$ cat src/sv/fae_pkg.sv
// Shared constants for the first-fit extent allocator: field widths,
// request kinds, status codes and parameter defaults. No dependencies.
package fae_pkg;

  localparam int FAE_MEM_SIZE    = 1024;
  localparam int FAE_MAX_EXTENTS = 16;

  localparam int KIND_W      = 2;
  localparam int SIZE_W      = 11;
  localparam int ADDR_W      = 10;
  localparam int STATUS_W    = 2;
  localparam int S_TDATA_W   = 24;
  localparam int M_TDATA_W   = 16;

  localparam logic [KIND_W-1:0] KIND_ALLOC   = 2'd0;
  localparam logic [KIND_W-1:0] KIND_RELEASE = 2'd1;
  localparam logic [KIND_W-1:0] KIND_COMPACT = 2'd2;

  localparam logic [STATUS_W-1:0] ST_OK    = 2'd0;
  localparam logic [STATUS_W-1:0] ST_NOFIT = 2'd1;
  localparam logic [STATUS_W-1:0] ST_FULL  = 2'd2;
  localparam logic [STATUS_W-1:0] ST_ZERO  = 2'd3;

endpackage

$ cat src/sv/first_fit_extent_allocator.sv
// First-fit extent allocator: address-ordered free extent table in a
// small memory, walked by a sequencer around one shared adder.
// Depends on fae_pkg.
//
//  channel | dir | signals                         | carries
//  --------+-----+---------------------------------+-------------------------------
//  s_      | in  | s_tvalid s_tready s_tdata s_tuser | request: kind, size, addr
//  m_      | out | m_tvalid m_tready m_tdata       | result: granted, alloc_addr, status
//
// One request at a time; each table entry visited takes a registered read, then a compare.
// Rejects go straight to the result; allocate scans, then moves later entries down if an
// extent is used up; release scans, then moves entries up; compact of two or more extents
// compares neighbours and moves later entries down on each merge.
// After reset the S_INIT state writes the initial extent; s_tready stays low for it.
// A result held on m_ while m_tready is low stalls only the next finish.
module first_fit_extent_allocator
  import fae_pkg::*;
#(
  parameter int MEM_SIZE    = FAE_MEM_SIZE,
  parameter int MAX_EXTENTS = FAE_MAX_EXTENTS
) (
  input  logic                 clk,
  input  logic                 rst,
  input  logic                 s_tvalid,
  output logic                 s_tready,
  input  logic [S_TDATA_W-1:0] s_tdata,   // [10:0] size, [20:11] addr, zero fill
  input  logic [KIND_W-1:0]    s_tuser,   // [1:0] kind
  output logic                 m_tvalid,
  input  logic                 m_tready,
  output logic [M_TDATA_W-1:0] m_tdata    // [0] granted, [10:1] alloc_addr, [12:11] status
);

  localparam int AW = $clog2(MEM_SIZE);
  localparam int SW = ((AW > SIZE_W) ? AW : SIZE_W) + 1;
  localparam int IW = $clog2(MAX_EXTENTS);
  localparam int CW = $clog2(MAX_EXTENTS + 1);
  localparam logic [SW-1:0] MEM_SIZE_W = SW'(MEM_SIZE);
  localparam logic [AW-1:0] LAST_ADDR  = AW'(MEM_SIZE - 1);
  localparam logic [CW-1:0] FULL_COUNT = CW'(MAX_EXTENTS);

  typedef enum logic [4:0] {
    S_INIT, S_IDLE, S_DEC,
    S_AL_RD, S_AL_EV,
    S_RM_RD, S_RM_WR,
    S_RL_LAST, S_RL_RD, S_RL_EV, S_SH_RD, S_SH_WR,
    S_CP_RD0, S_CP_LD, S_CP_RD, S_CP_EV,
    S_DONE
  } state_t;

  state_t state;

  // table memory
  logic [AW-1:0] start_mem [MAX_EXTENTS];
  logic [AW-1:0] end_mem   [MAX_EXTENTS];
  logic [AW-1:0] rd_start, rd_end;
  logic [IW-1:0] raddr, waddr;
  logic          we_start, we_end;
  logic [AW-1:0] wdata_start, wdata_end;

  // request and working registers
  logic [KIND_W-1:0]   req_kind;
  logic [SIZE_W-1:0]   req_size;
  logic [ADDR_W-1:0]   req_addr;
  logic [CW-1:0]       count;
  logic [CW-1:0]       scan;
  logic [CW-1:0]       mv;
  logic [AW-1:0]       last;
  logic [AW-1:0]       prev_end;
  logic                res_granted;
  logic [ADDR_W-1:0]   res_addr;
  logic [STATUS_W-1:0] res_status;
  logic                out_granted;
  logic [ADDR_W-1:0]   out_addr;
  logic [STATUS_W-1:0] out_status;

  // shared adder
  logic [SW-1:0] alu_a, alu_b, alu_sum, end_p1;
  logic          fit, exact, merge;
  logic [AW-1:0] last_next;

  assign alu_sum   = alu_a + alu_b;
  assign end_p1    = SW'(rd_end) + SW'(1);
  assign fit       = (alu_sum <= end_p1);
  assign exact     = (alu_sum == end_p1);
  assign merge     = (alu_sum == SW'(rd_start));
  assign last_next = (alu_sum > MEM_SIZE_W) ? LAST_ADDR : AW'(alu_sum - SW'(1));

  assign s_tready = (state == S_IDLE);
  assign m_tdata  = {3'b000, out_status, out_addr, out_granted};

  always_comb begin
    raddr       = '0;
    waddr       = '0;
    we_start    = 1'b0;
    we_end      = 1'b0;
    wdata_start = rd_start;
    wdata_end   = rd_end;
    alu_a       = '0;
    alu_b       = '0;
    case (state)
      S_INIT: begin
        we_start    = 1'b1;
        we_end      = 1'b1;
        wdata_start = '0;
        wdata_end   = LAST_ADDR;
      end
      S_AL_RD: raddr = scan[IW-1:0];
      S_AL_EV: begin
        alu_a = SW'(rd_start);
        alu_b = SW'(req_size);
        if (fit && !exact) begin
          we_start    = 1'b1;
          waddr       = scan[IW-1:0];
          wdata_start = AW'(alu_sum);
        end
      end
      S_RM_RD: raddr = IW'(mv + 1'b1);
      S_RM_WR: begin
        we_start = 1'b1;
        we_end   = 1'b1;
        waddr    = mv[IW-1:0];
      end
      S_RL_LAST: begin
        alu_a = SW'(req_addr);
        alu_b = SW'(req_size);
      end
      S_RL_RD: raddr = scan[IW-1:0];
      S_SH_RD: begin
        if (mv == scan) begin
          we_start    = 1'b1;
          we_end      = 1'b1;
          waddr       = scan[IW-1:0];
          wdata_start = AW'(req_addr);
          wdata_end   = last;
        end else begin
          raddr = IW'(mv - 1'b1);
        end
      end
      S_SH_WR: begin
        we_start = 1'b1;
        we_end   = 1'b1;
        waddr    = mv[IW-1:0];
      end
      S_CP_RD0: raddr = '0;
      S_CP_RD:  raddr = scan[IW-1:0];
      S_CP_EV: begin
        alu_a = SW'(prev_end);
        alu_b = SW'(1);
        if (merge) begin
          we_end    = 1'b1;
          waddr     = IW'(scan - 1'b1);
          wdata_end = rd_end;
        end
      end
      default: ;
    endcase
  end

  always_ff @(posedge clk) begin
    if (we_start) start_mem[waddr] <= wdata_start;
    if (we_end) end_mem[waddr] <= wdata_end;
    rd_start <= start_mem[raddr];
    rd_end   <= end_mem[raddr];
  end

  always_ff @(posedge clk) begin
    if (rst) begin
      state    <= S_INIT;
      count    <= CW'(1);
      m_tvalid <= 1'b0;
    end else begin
      // S_DONE reloads the result itself
      if (m_tvalid && m_tready && state != S_DONE) m_tvalid <= 1'b0;
      case (state)
        S_INIT: state <= S_IDLE;
        S_IDLE: begin
          if (s_tvalid) begin
            req_kind <= s_tuser;
            req_size <= s_tdata[SIZE_W-1:0];
            req_addr <= s_tdata[SIZE_W+ADDR_W-1:SIZE_W];
            state    <= S_DEC;
          end
        end
        S_DEC: begin
          res_granted <= 1'b0;
          res_addr    <= '0;
          res_status  <= ST_OK;
          scan        <= '0;
          case (req_kind)
            KIND_ALLOC: begin
              if (req_size == '0) begin
                res_status <= ST_ZERO;
                state      <= S_DONE;
              end else if (count == '0) begin
                res_status <= ST_NOFIT;
                state      <= S_DONE;
              end else begin
                state <= S_AL_RD;
              end
            end
            KIND_RELEASE: begin
              if (req_size == '0) begin
                res_status <= ST_ZERO;
                state      <= S_DONE;
              end else if (SW'(req_addr) >= MEM_SIZE_W) begin
                res_status <= ST_NOFIT;
                state      <= S_DONE;
              end else if (count == FULL_COUNT) begin
                res_status <= ST_FULL;
                state      <= S_DONE;
              end else begin
                state <= S_RL_LAST;
              end
            end
            KIND_COMPACT: begin
              res_granted <= 1'b1;
              state       <= (count < CW'(2)) ? S_DONE : S_CP_RD0;
            end
            default: state <= S_DONE;
          endcase
        end
        S_AL_RD: state <= S_AL_EV;
        S_AL_EV: begin
          if (fit) begin
            res_granted <= 1'b1;
            res_addr    <= ADDR_W'(rd_start);
            if (exact) begin
              mv    <= scan;
              state <= S_RM_RD;
            end else begin
              state <= S_DONE;
            end
          end else if (scan + 1'b1 == count) begin
            res_status <= ST_NOFIT;
            state      <= S_DONE;
          end else begin
            scan  <= scan + 1'b1;
            state <= S_AL_RD;
          end
        end
        // close the gap at mv by moving later entries down
        S_RM_RD: begin
          if (mv + 1'b1 >= count) begin
            count <= count - 1'b1;
            state <= (req_kind == KIND_COMPACT) ? S_CP_RD : S_DONE;
          end else begin
            state <= S_RM_WR;
          end
        end
        S_RM_WR: begin
          mv    <= mv + 1'b1;
          state <= S_RM_RD;
        end
        S_RL_LAST: begin
          last  <= last_next;
          state <= S_RL_RD;
        end
        S_RL_RD: begin
          if (scan >= count) begin
            mv    <= count;
            state <= S_SH_RD;
          end else begin
            state <= S_RL_EV;
          end
        end
        S_RL_EV: begin
          if (SW'(rd_start) < SW'(req_addr)) begin
            scan  <= scan + 1'b1;
            state <= S_RL_RD;
          end else begin
            mv    <= count;
            state <= S_SH_RD;
          end
        end
        // open a slot at scan by moving entries up, top first
        S_SH_RD: begin
          if (mv == scan) begin
            count       <= count + 1'b1;
            res_granted <= 1'b1;
            state       <= S_DONE;
          end else begin
            state <= S_SH_WR;
          end
        end
        S_SH_WR: begin
          mv    <= mv - 1'b1;
          state <= S_SH_RD;
        end
        S_CP_RD0: state <= S_CP_LD;
        S_CP_LD: begin
          prev_end <= rd_end;
          scan     <= CW'(1);
          state    <= S_CP_RD;
        end
        S_CP_RD: state <= (scan >= count) ? S_DONE : S_CP_EV;
        S_CP_EV: begin
          prev_end <= rd_end;
          if (merge) begin
            mv    <= scan;
            state <= S_RM_RD;
          end else begin
            scan  <= scan + 1'b1;
            state <= S_CP_RD;
          end
        end
        S_DONE: begin
          if (!m_tvalid || m_tready) begin
            m_tvalid    <= 1'b1;
            out_granted <= res_granted;
            out_addr    <= res_addr;
            out_status  <= res_status;
            state       <= S_IDLE;
          end
        end
        default: state <= S_IDLE;
      endcase
    end
  end

endmodule

$ cat config.mk
export PLATFORM = sky130hd
export DESIGN_NAME = first_fit_extent_allocator
export DESIGN_NICKNAME = d
export VERILOG_FILES = /design/src/sv/fae_pkg.sv /design/src/sv/first_fit_extent_allocator.sv
export SDC_FILE = /design/constraint.sdc
export NUM_CORES = 1
export LEC_CHECK = 0
export BUFFER_PORTS_ARGS = -buffer_cell sky130_fd_sc_hd__buf_2
export CORE_AREA = 2 2 184 186
export DETAILED_ROUTE_END_ITERATION = 7
export DIE_AREA = 0 0 186 188
export PLACE_DENSITY = 0.77
export SLEW_MARGIN = 20
export SYNTH_ARGS = -nofsm -noshare
export SYNTH_HDL_FRONTEND = slang
export SYNTH_SLANG_ARGS = --single-unit
$ cat constraint.sdc
create_clock -name clk -period 7.1 [get_ports clk]
set_input_delay 0.71 -clock clk [delete_from_list [all_inputs] [get_ports clk]]
set_output_delay 0.71 -clock clk [all_outputs]
set_load 0.03 [all_outputs]
# Word-level counts from Yosys, hierarchy flattened
# Memories as Yosys holds them, arrays and structs flattened. A register that Yosys moved wholly into a read port is not among the register bits.
# Index checks and enable logic that the tools add are counted.
# totals
ff_bits,90
latch_bits,0
mem_bits_rw,320
rom_bits,0
input_bits,30
output_inout_bits,18
elab_cells,175
memories,2
# op_classes
add_sub_neg,9
multipliers,0
div,0
n_lt_le_gt_ge,6
n_eq_ne,38
shifts,0
n_mux,72
n_bitwise,1
n_reduce_logical,31
# memory_table
memory,words,word_bits,rd,rd_clocked_by_memory_dff,write_ports,line_no,text
end_mem,16,10,1,1,1,first_fit_extent_allocator.sv:54,logic [AW-1:0] end_mem [MAX_EXTENTS];
start_mem,16,10,1,1,1,first_fit_extent_allocator.sv:53,logic [AW-1:0] start_mem [MAX_EXTENTS];
# ops
cell,n
$mux W5,25
$pmux W5 S16,1
$pmux W10 S3,2
$eq A5 B4 Y1 const B,8
$mux W10,4
$pmux W10 S2,2
$pmux W5 S6,1
$ne A2 B2 Y1 const B,14
$pmux W5 S5,1
$pmux W11 S2,1
$eq A5 B3 Y1 const B,4
$mux W4,5
$pmux W4 S4,1
$add A5 B1 Y5 const B,3
$pmux W5 S3,1
$mux W1,14
$mux W2,7
$add A10 B11 Y12,1
$eq A12 B10 Y1,1
$eq A12 B11 Y1,1
$gt A12 B11 Y1 const B,1
$le A12 B11 Y1,1
$pmux W4 S3,1
$reduce_and A3 Y1,4
34 further kinds,53

# Depth between registers and ports, before layout
# Gate-level depths: netlist (run 1).
# logic_depth
ltp_word,11
mapped_depth,26
depth_no_buf,23

# Least setup slack after synthesis (run 1)
# OpenSTA, ideal clock, no wires.
# synth_timing
kind,register to register
start,reg state[2]
end,"mem start_mem[11][0] (netlist bit), enable pin"
setup_time_ps,390
t_arrival_ps,5722
t_required_ps,6710
path_slack_ps,988
stages_incl_launch_ff,24
n_path_buf,2
period_less_slack_ps,6112
path_cell_list,dfxtp_1 > clkbuf_1 > and3b_1 > nand2_1 > nor2_1 > clkbuf_1 > a221o_1 > ha_1 > inv_1 > fa_1 > nor2b_1 > o211ai_1 > a21boi_0 > nor2_1 > xnor2_1 > ha_1 > o21ai_0 > o21ai_0 > o211ai_1 > nand2_1 > o31ai_2 > a21boi_0 > or2_2 > nor3_1
# synth_between
elab_chain_cells,11
elab_cells_between_ends,25
classes_between,add/sub: 1; order compare: 1; eq/ne: 8; mux: 9; reduce/logical: 6
# synth_rtl
element,line_no,text
start: declaration,first_fit_extent_allocator.sv:50,state_t state;
start signal: assignment,first_fit_extent_allocator.sv:217,state <= (count < CW'(2)) ? S_DONE : S_CP_RD0;
start signal: assignment,first_fit_extent_allocator.sv:245,state <= (req_kind == KIND_COMPACT) ? S_CP_RD : S_DONE;
branches (longest 11 deep; another with $add A10 B11 Y12),n/a,
end: declaration,first_fit_extent_allocator.sv:53,
# Several ways; the timed one is not identified.

# Worst setup path in the final report (run 1)
# layout_timing
start,reg state[3]
end,"mem start_mem[0][2] (netlist bit), enable pin"
# The elaborated chain is that of the path after synthesis.

==> flow_metrics.py, run 1 <==
metrics = {
    "finish": {
        "stdcell_area_sq_mm": 0.0220,
        "reg_top3": "end_mem: 160 flops, start_mem: 160 flops, req_size: 11 flops",
        "fin_nets": 1583,
        "fillCellCount": 2321,
        "area_growth_pct": 11.8,
        "drive_gt1_frac": 0.121,
    },
    "route": {
        "drtIter0Drc": 1460,
        "viasPerCell": 6.25,
        "detail_route.wl_per_cell_um": 22.3,
        "wl_um": 44300,
        "antenna_left": 0,
        "drc": 0,
        "drt_pass1_iterations": 6,
        "via_count": 12400,
    },
    "logic_synthesis": {
        "synthTopCellsByArea": "edfxtp_1, mux2i_1, dfxtp_1",
        "ys_dominant_reg_cell": "edfxtp_1",
        "synth_top_area_cell": "edfxtp_1",
        "syn_area_per_cell_sq_um": 13.7,
        "synthArstFlopShare": 0,
        "synthCells": 1431,
        "netlist.area_leader.share": 0.610,
        "post_synth_instance_area_sq_mm": 0.0196,
        "ys_ff_latch": 430,
        "yosysWarnings": 0,
        "synth_edf_count": 399,
        "synth.yosys.seq_area_share": 0.642,
        "synth.distinct_cells": 74,
    },
    "job": {
        "max-cap-violations": 0,
    },
    "sta": {
        "fmax_ghz": 0.155,
        "slew_headroom": 0.250,
        "holdWs_ns": 0.325,
        "fin_skew_ns": 0.0220,
        "setup_viol": 0,
        "tightest_slew_ns": 1.11,
        "finalSetupTns_ns": 0,
        "drv_slew": 0,
        "hold_viol": 0,
        "layout_min_cycle_time_ns": 6.44,
        "finalCritPeriodShare": 0.907,
        "rsz0062_at_grt": "false",
    },
    "clocking": {
        "postCtsHoldBufs": 0,
        "root_buffer": "clkbuf_16",
        "cts_max_level": 2,
        "cts.sinks": 430,
        "clk_latency_ns": 0.56,
        "cts_buffers": 44,
        "ctsLongestPathBuffers": 3,
        "path_clk_slew_ns": 0.06,
        "cts_tree": "done",
        "postCtsSetupRepairBufs": 0,
        "cts_resized": 0,
    },
    "worst_setup_path": {
        "path_buf_inv": 4,
        "crit_start": "state[3]$_SDFFE_PP0P_",
        "startpoint_type": "register",
        "crit_type": "reg2reg",
        "reg2reg_to": "start_mem[0][2]$_DFFE_PP_",
        "path_cells": "buf_4 -> nor2b_1 -> nand2_1 -> nor2_1 -> a221o_1 -> ha_1 -> inv_1 -> fa_1 -> nor2b_1 -> o211a_1 -> o2111ai_1 -> nand2_1 -> xor2_1 -> ha_1 -> nand4_1 -> nor4_1 -> nor2_1 -> nand2_1 -> o31ai_2 -> buf_4 -> a21boi_0 -> nand2_1 -> nor3_1 -> buf_4",
        "worstSetupEndpointType": "register",
        "required_ns": 7.35,
        "cp_max_fo": 19,
        "r2r_setup_slack_ns": 0.66,
        "critical_path.max_stage_delay_ns": 0.51,
        "critPathSlowestCell": "nor2_1",
        "crit_family": "simple AND/OR/NAND/NOR gates",
        "crit-reg2reg-launch": "state[3]$_SDFFE_PP0P_",
        "cp_data_arrival_time_ns": 6.69,
        "rr_worst_depth": 24,
        "cpMostUsedCell": "nand2_1",
    },
    "min_path": {
        "hold_path_class": "in2reg",
        "min_path_cells": 1,
        "hold_end": "req_kind[1]$_DFFE_PP_",
        "hold_path.startpoint": "s_tuser[1]",
    },
    "power_and_ir_drop": {
        "ir_drop_mv": 0.193,
        "power.leakage_nw": 8.73,
        "p_per_area_mw_per_mm2": 249,
    },
    "die": {
        "die_w_um": 186,
        "die_h_um": 188,
        "die_area_sq_mm": 0.0350,
        "placementRows": 67,
        "start_util": 0.593,
        "design.core.area_sq_mm": 0.0331,
        "num_io_pins": 48,
    },
    "place": {
        "portBuffers": 41,
        "placed_area_sq_mm": 0.0206,
        "dp_hpwl_um": 31000,
        "gp_congestion": 1.01,
    },
    "global_routing": {
        "antenna_found_initial": 1,
        "grt_pass1_vias": 12200,
        "grt_pass1_wl_um": 68200,
        "grt_use_total": 0.257,
        "grt_max_degree": 123,
        "gr-total-overflow": 0,
    },
    "outcome": {
        "status": "finished clean",
    },
}
==> synth_stat cells (3+ instances only) <==
| library cell | n |
|---|---|
| a211oi_1 | 10 |
| a21boi_0 | 3 |
| a21o_1 | 16 |
| a21oi_1 | 36 |
| a221o_1 | 21 |
| a221oi_1 | 5 |
| a22oi_1 | 4 |
| a2bb2oi_1 | 5 |
| a31oi_1 | 8 |
| and2_1 | 12 |
| and3_1 | 13 |
| buf_2 | 17 |
| buf_4 | 5 |
| clkbuf_1 | 52 |
| dfxtp_1 | 31 |
| edfxtp_1 | 399 |
| ha_1 | 49 |
| inv_1 | 37 |
| mux2i_1 | 160 |
| nand2_1 | 76 |
| nand2b_1 | 16 |
| nand3_1 | 39 |
| nand3b_1 | 3 |
| nand4_1 | 5 |
| nor2_1 | 57 |
| nor2b_1 | 9 |
| nor3_1 | 56 |
| nor3b_1 | 4 |
| nor4_1 | 13 |
| o2111ai_1 | 3 |
| o211ai_1 | 8 |
| o21a_1 | 5 |
| o21ai_0 | 27 |
| o21ai_1 | 4 |
| o221ai_1 | 22 |
| o22a_1 | 20 |
| o22ai_1 | 43 |
| o31ai_1 | 5 |
| o32a_1 | 6 |
| or2_2 | 5 |
| or3_1 | 28 |
| xnor2_1 | 36 |
| xor2_1 | 19 |
==> metal layers <==
metal | vias to the layer above | part of all wire | global-route usage
met1 | 5959 | 0.41 | 0.350
met5 | - | 0 | 0
met4 | 0 | 0.041 | 0.113
met2 | 591 | 0.47 | 0.411
met3 | 125 | 0.075 | 0.0392
li1 | 5716 | - | -
==> final cells by class <==
class / count / area [sq um] / area share
clock inverter: 24 / 248 / 0.0113
multi-input combinational: 889 / 6610 / 0.301
timing repair buffer: 100 / 661 / 0.0301
tap: 448 / 561 / 0.0255
antenna: 1 / 2.50 / 0.000114
inverter: 37 / 139 / 0.00632
sequential: 430 / 12600 / 0.574
clock buffer: 55 / 1140 / 0.0520
==> how the worst max path moves through the flow <==
stage               depth (start not counted)  slack, ns                    endpoint
floorplan                                  23       0.99  start_mem[11][0]$_DFFE_PP_
global placement                           25       0.98   start_mem[1][3]$_DFFE_PP_
detailed placement                         25       0.86   start_mem[1][3]$_DFFE_PP_
CTS                                        25       0.79   start_mem[1][1]$_DFFE_PP_
global route                               25       0.16   start_mem[1][1]$_DFFE_PP_
finish                                     24       0.66   start_mem[0][2]$_DFFE_PP_
==> cells in the final DEF, fill, tap and decap left out, types with 5 or more instances in the layout <==
cell type and instances:
a2bb2oi_1 5, xor2_1 19, ha_1 49, clkinv_2 9, xnor2_1 36, buf_4 58
nor2_1 57, o21a_1 5, nor2b_1 9, edfxtp_1 399, o22a_1 20, o22ai_1 43
buf_2 41, a21o_1 16, a221o_1 21, o32a_1 6, and3_1 13, o21ai_0 27
a31oi_1 8, nand3_1 39, dfxtp_1 31, nor3_1 55, nand2b_1 16, and2_1 12
mux2i_1 160, nor4_1 13, o221ai_1 22, o211ai_1 8, clkbuf_1 11, clkbuf_16 44
or3_1 28, or2_2 5, inv_1 37, a221oi_1 5, a21oi_1 35, nand4_1 5
o31ai_1 5, nand2_1 76, a211oi_1 10
==> cells by family after synthesis <==
group | count (synthesis) | synth area share
AOI/OAI and AO/OA | 272 | 0.103
xor gates and xnor gates | 58 | 0.0276
adders and majority gates | 51 | 0.0333
buffers and inverters | 114 | 0.0242
DFF | 430 | 0.642
muxes | 160 | 0.0815
other | 1 | 0.000191
and+or+nand+nor | 345 | 0.0889
==> metrics by stage <==
stage                     utilization  cells  power (W)  setup WS, ns
after floorplan                     -   1433    0.00316         0.988
after global routing            0.663   1984    0.00562         0.161
after CTS                       0.663   1983    0.00548         0.786
after global placement          0.621   1904    0.00329         0.980
after detailed placement        0.621   1904    0.00330         0.862
final                           0.663   1984    0.00546         0.662
==> power breakdown <==
| part | leakage (nW) | switching [W] | internal [W] |
|---|---|---|---|
| Sequential | 3.86 | 0.0000428 | 0.00286 |
| Clock | 0.669 | 0.000935 | 0.00126 |
| Combinational | 4.20 | 0.000237 | 0.000120 |
| Total | 8.73 | 0.00122 | 0.00424 |
Note: power is estimated with default switching activity, not from simulation.
==> run 2, diff against run 1 <==
--- a/config.mk
+++ b/config.mk
@@ -10,6 +10,7 @@
 export DETAILED_ROUTE_END_ITERATION = 7
 export DIE_AREA = 0 0 186 188
 export PLACE_DENSITY = 0.77
+export RECOVER_POWER = 50
 export SLEW_MARGIN = 20
 export SYNTH_ARGS = -nofsm -noshare
 export SYNTH_HDL_FRONTEND = slang
==> run 2 against run 1 <==
The run now ends with max-capacitance violations, max-slew violations left. Critical path depth unchanged. Worst setup slack got worse by 0.019 ns. Global-route usage is the same. Largest power group unchanged. Wire length rose by 0.15%. Core utilization shrank 0.22 points. Highest routed layer unchanged. Clock power hardly changed. Non-clock buffer count did not move. Power about the same. Sequential share of layout area rose by 0.19 points.
==> flow_metrics.py, run 2 (synthesis gave the netlist of run 1 again) <==
metrics = {
    "clocking": {
        "root_buffer": "clkbuf_16",
        "path_clk_slew_ns": 0.06,
        "cts_tree": "done",
        "postCtsHoldBufs": 0,
        "cts.sinks": 430,
        "postCtsSetupRepairBufs": 0,
        "clk_latency_ns": 0.56,
        "cts_resized": 0,
        "cts_max_level": 2,
        "ctsLongestPathBuffers": 3,
        "cts_buffers": 44,
    },
    "worst_setup_path": {
        "cp_max_fo": 19,
        "crit_type": "reg2reg",
        "required_ns": 7.35,
        "worstSetupEndpointType": "register",
        "cp_data_arrival_time_ns": 6.71,
        "startpoint_type": "register",
    },
    "place": {
        "gp_congestion": 1.01,
        "portBuffers": 41,
        "dp_hpwl_um": 31000,
        "place_ws_ns": 0.862,
    },
    "finish": {
        "mostFrequentLayoutCells": "edfxtp_1, mux2i_1, nand2_1",
        "multi_input_area_sq_mm": 0.00659,
        "reg_top3": "end_mem: 160 flops, start_mem: 160 flops, req_size: 11 flops",
        "area_growth_pct": 11.4,
        "regArea_sq_mm": 0.0126,
        "final_common_cell": "edfxtp_1",
        "drive_gt1_frac": 0.102,
        "fillCellCount": 2337,
        "fin_nets": 1583,
    },
    "sta": {
        "slew_headroom": -0.108,
        "rsz0062_at_grt": "false",
        "drv_slew": 14,
        "layout_min_cycle_time_ns": 6.46,
        "fmax_ghz": 0.155,
        "setup_viol": 0,
        "finalCritPeriodShare": 0.909,
        "finalSetupTns_ns": 0,
        "hold_viol": 0,
        "fin_skew_ns": 0.0197,
        "setup_ws_ns": 0.644,
        "tightest_slew_ns": 1.66,
    },
    "global_routing": {
        "grt_use_total": 0.257,
        "grt_pass1_vias": 12200,
        "gr-total-overflow": 0,
        "antenna_found_initial": 1,
        "grt_pass1_wl_um": 68200,
        "grt_max_degree": 123,
    },
    "outcome": {
        "violations": "max-capacitance violations, max-slew violations",
        "status": "complete, but fails checks",
    },
    "power_and_ir_drop": {
        "power.leakage_nw": 8.64,
        "ir_drop_mv": 0.193,
        "p_per_area_mw_per_mm2": 249,
    },
    "route": {
        "antenna_left": 0,
        "drt_pass1_iterations": 5,
        "drc": 0,
        "detail_route.wl_per_cell_um": 22.4,
        "wl_um": 44400,
        "via_count": 12500,
        "viasPerCell": 6.28,
        "drtIter0Drc": 1451,
    },
    "die": {
        "die_h_um": 188,
        "die_w_um": 186,
        "placementRows": 67,
        "num_io_pins": 48,
        "die_area_sq_mm": 0.0350,
        "design.core.area_sq_mm": 0.0331,
        "start_util": 0.593,
    },
    "min_path": {
        "hold_path_class": "in2reg",
    },
    "job": {
        "max-cap-violations": 1,
    },
}
[run 2: changes by cell type in the layout (fill, tap and decap cells not counted), sizes merged]
cell,before,now
buf,100,74
clkbuf,55,81
[run 2: power by group]
group / switching, W / total (W) / internal [W] / leakage [nW]
Clock: 0.000936 / 0.00220 / 0.00126 / 0.669
Combinational: 0.000236 / 0.000354 / 0.000118 / 4.11
Sequential: 0.0000425 / 0.00290 / 0.00286 / 3.86
[run 2: routing by layer]
metal / part of all wire / track usage
met1: 0.41 / 0.350
met2: 0.47 / 0.411
met3: 0.075 / 0.0392
met4: 0.045 / 0.113
met5: 0 / 0
[run 2: layout make-up]
| type | count | area share |
|---|---|---|
| antenna | 1 | 0.000114 |
| clock buffer | 55 | 0.0522 |
| clock inverter | 24 | 0.0113 |
| inverter | 37 | 0.00635 |
| multi-input combinational | 889 | 0.301 |
| sequential | 430 | 0.576 |
| tap | 448 | 0.0256 |
| timing repair buffer | 100 | 0.0275 |
[run 2: path summary, 6_finish.rpt]
| kind | from | end | slack, ns | cells past startpoint |
|---|---|---|---|---|
| worst max-delay path | state[3]$_SDFFE_PP0P_ | start_mem[1][9]$_DFFE_PP_ | 0.64 | 24 |
| worst min register to register | res_addr[9]$_SDFFCE_PN0P_ | out_addr[9]$_DFFE_PP_ | 0.42 | 0 |
| worst min-delay path | s_tuser[1] | req_kind[1]$_DFFE_PP_ | 0.33 | 1 |
| worst max register to register | state[3]$_SDFFE_PP0P_ | start_mem[1][9]$_DFFE_PP_ | 0.64 | 24 |
[run 2: through the flow]
step	hold WS, ns	total power (W)	cells	util	cell area [sq um]
3_5_place_dp	0.405	0.00330	1904	0.621	20600
2_1_floorplan	0.400	0.00316	1433	-	19600
4_1_cts	0.313	0.00548	1983	0.663	22000
5_1_grt	0.314	0.00562	1984	0.661	21900
6_report	0.325	0.00545	1984	0.661	21900
3_3_place_gp	0.407	0.00329	1904	0.621	20600
[run 2: critical path: stages, from the launching register on]
cell       delay [ns]
dfxtp_1          0.30
buf_4            0.19
nor2b_1          0.28
nand2_1          0.19
nor2_1           0.51
a221o_1          0.25
ha_1             0.19
inv_1            0.06
fa_1             0.42
nor2b_1          0.28
o211a_1          0.21
o2111ai_1        0.14
nand2_1          0.12
xor2_1           0.38
ha_1             0.25
nand4_1          0.12
nor4_1           0.51
nor2_1           0.08
nand2_1          0.11
o31ai_2          0.06
buf_4            0.21
a21boi_0         0.44
nand2_1          0.32
nor3_1           0.25
buf_4            0.25
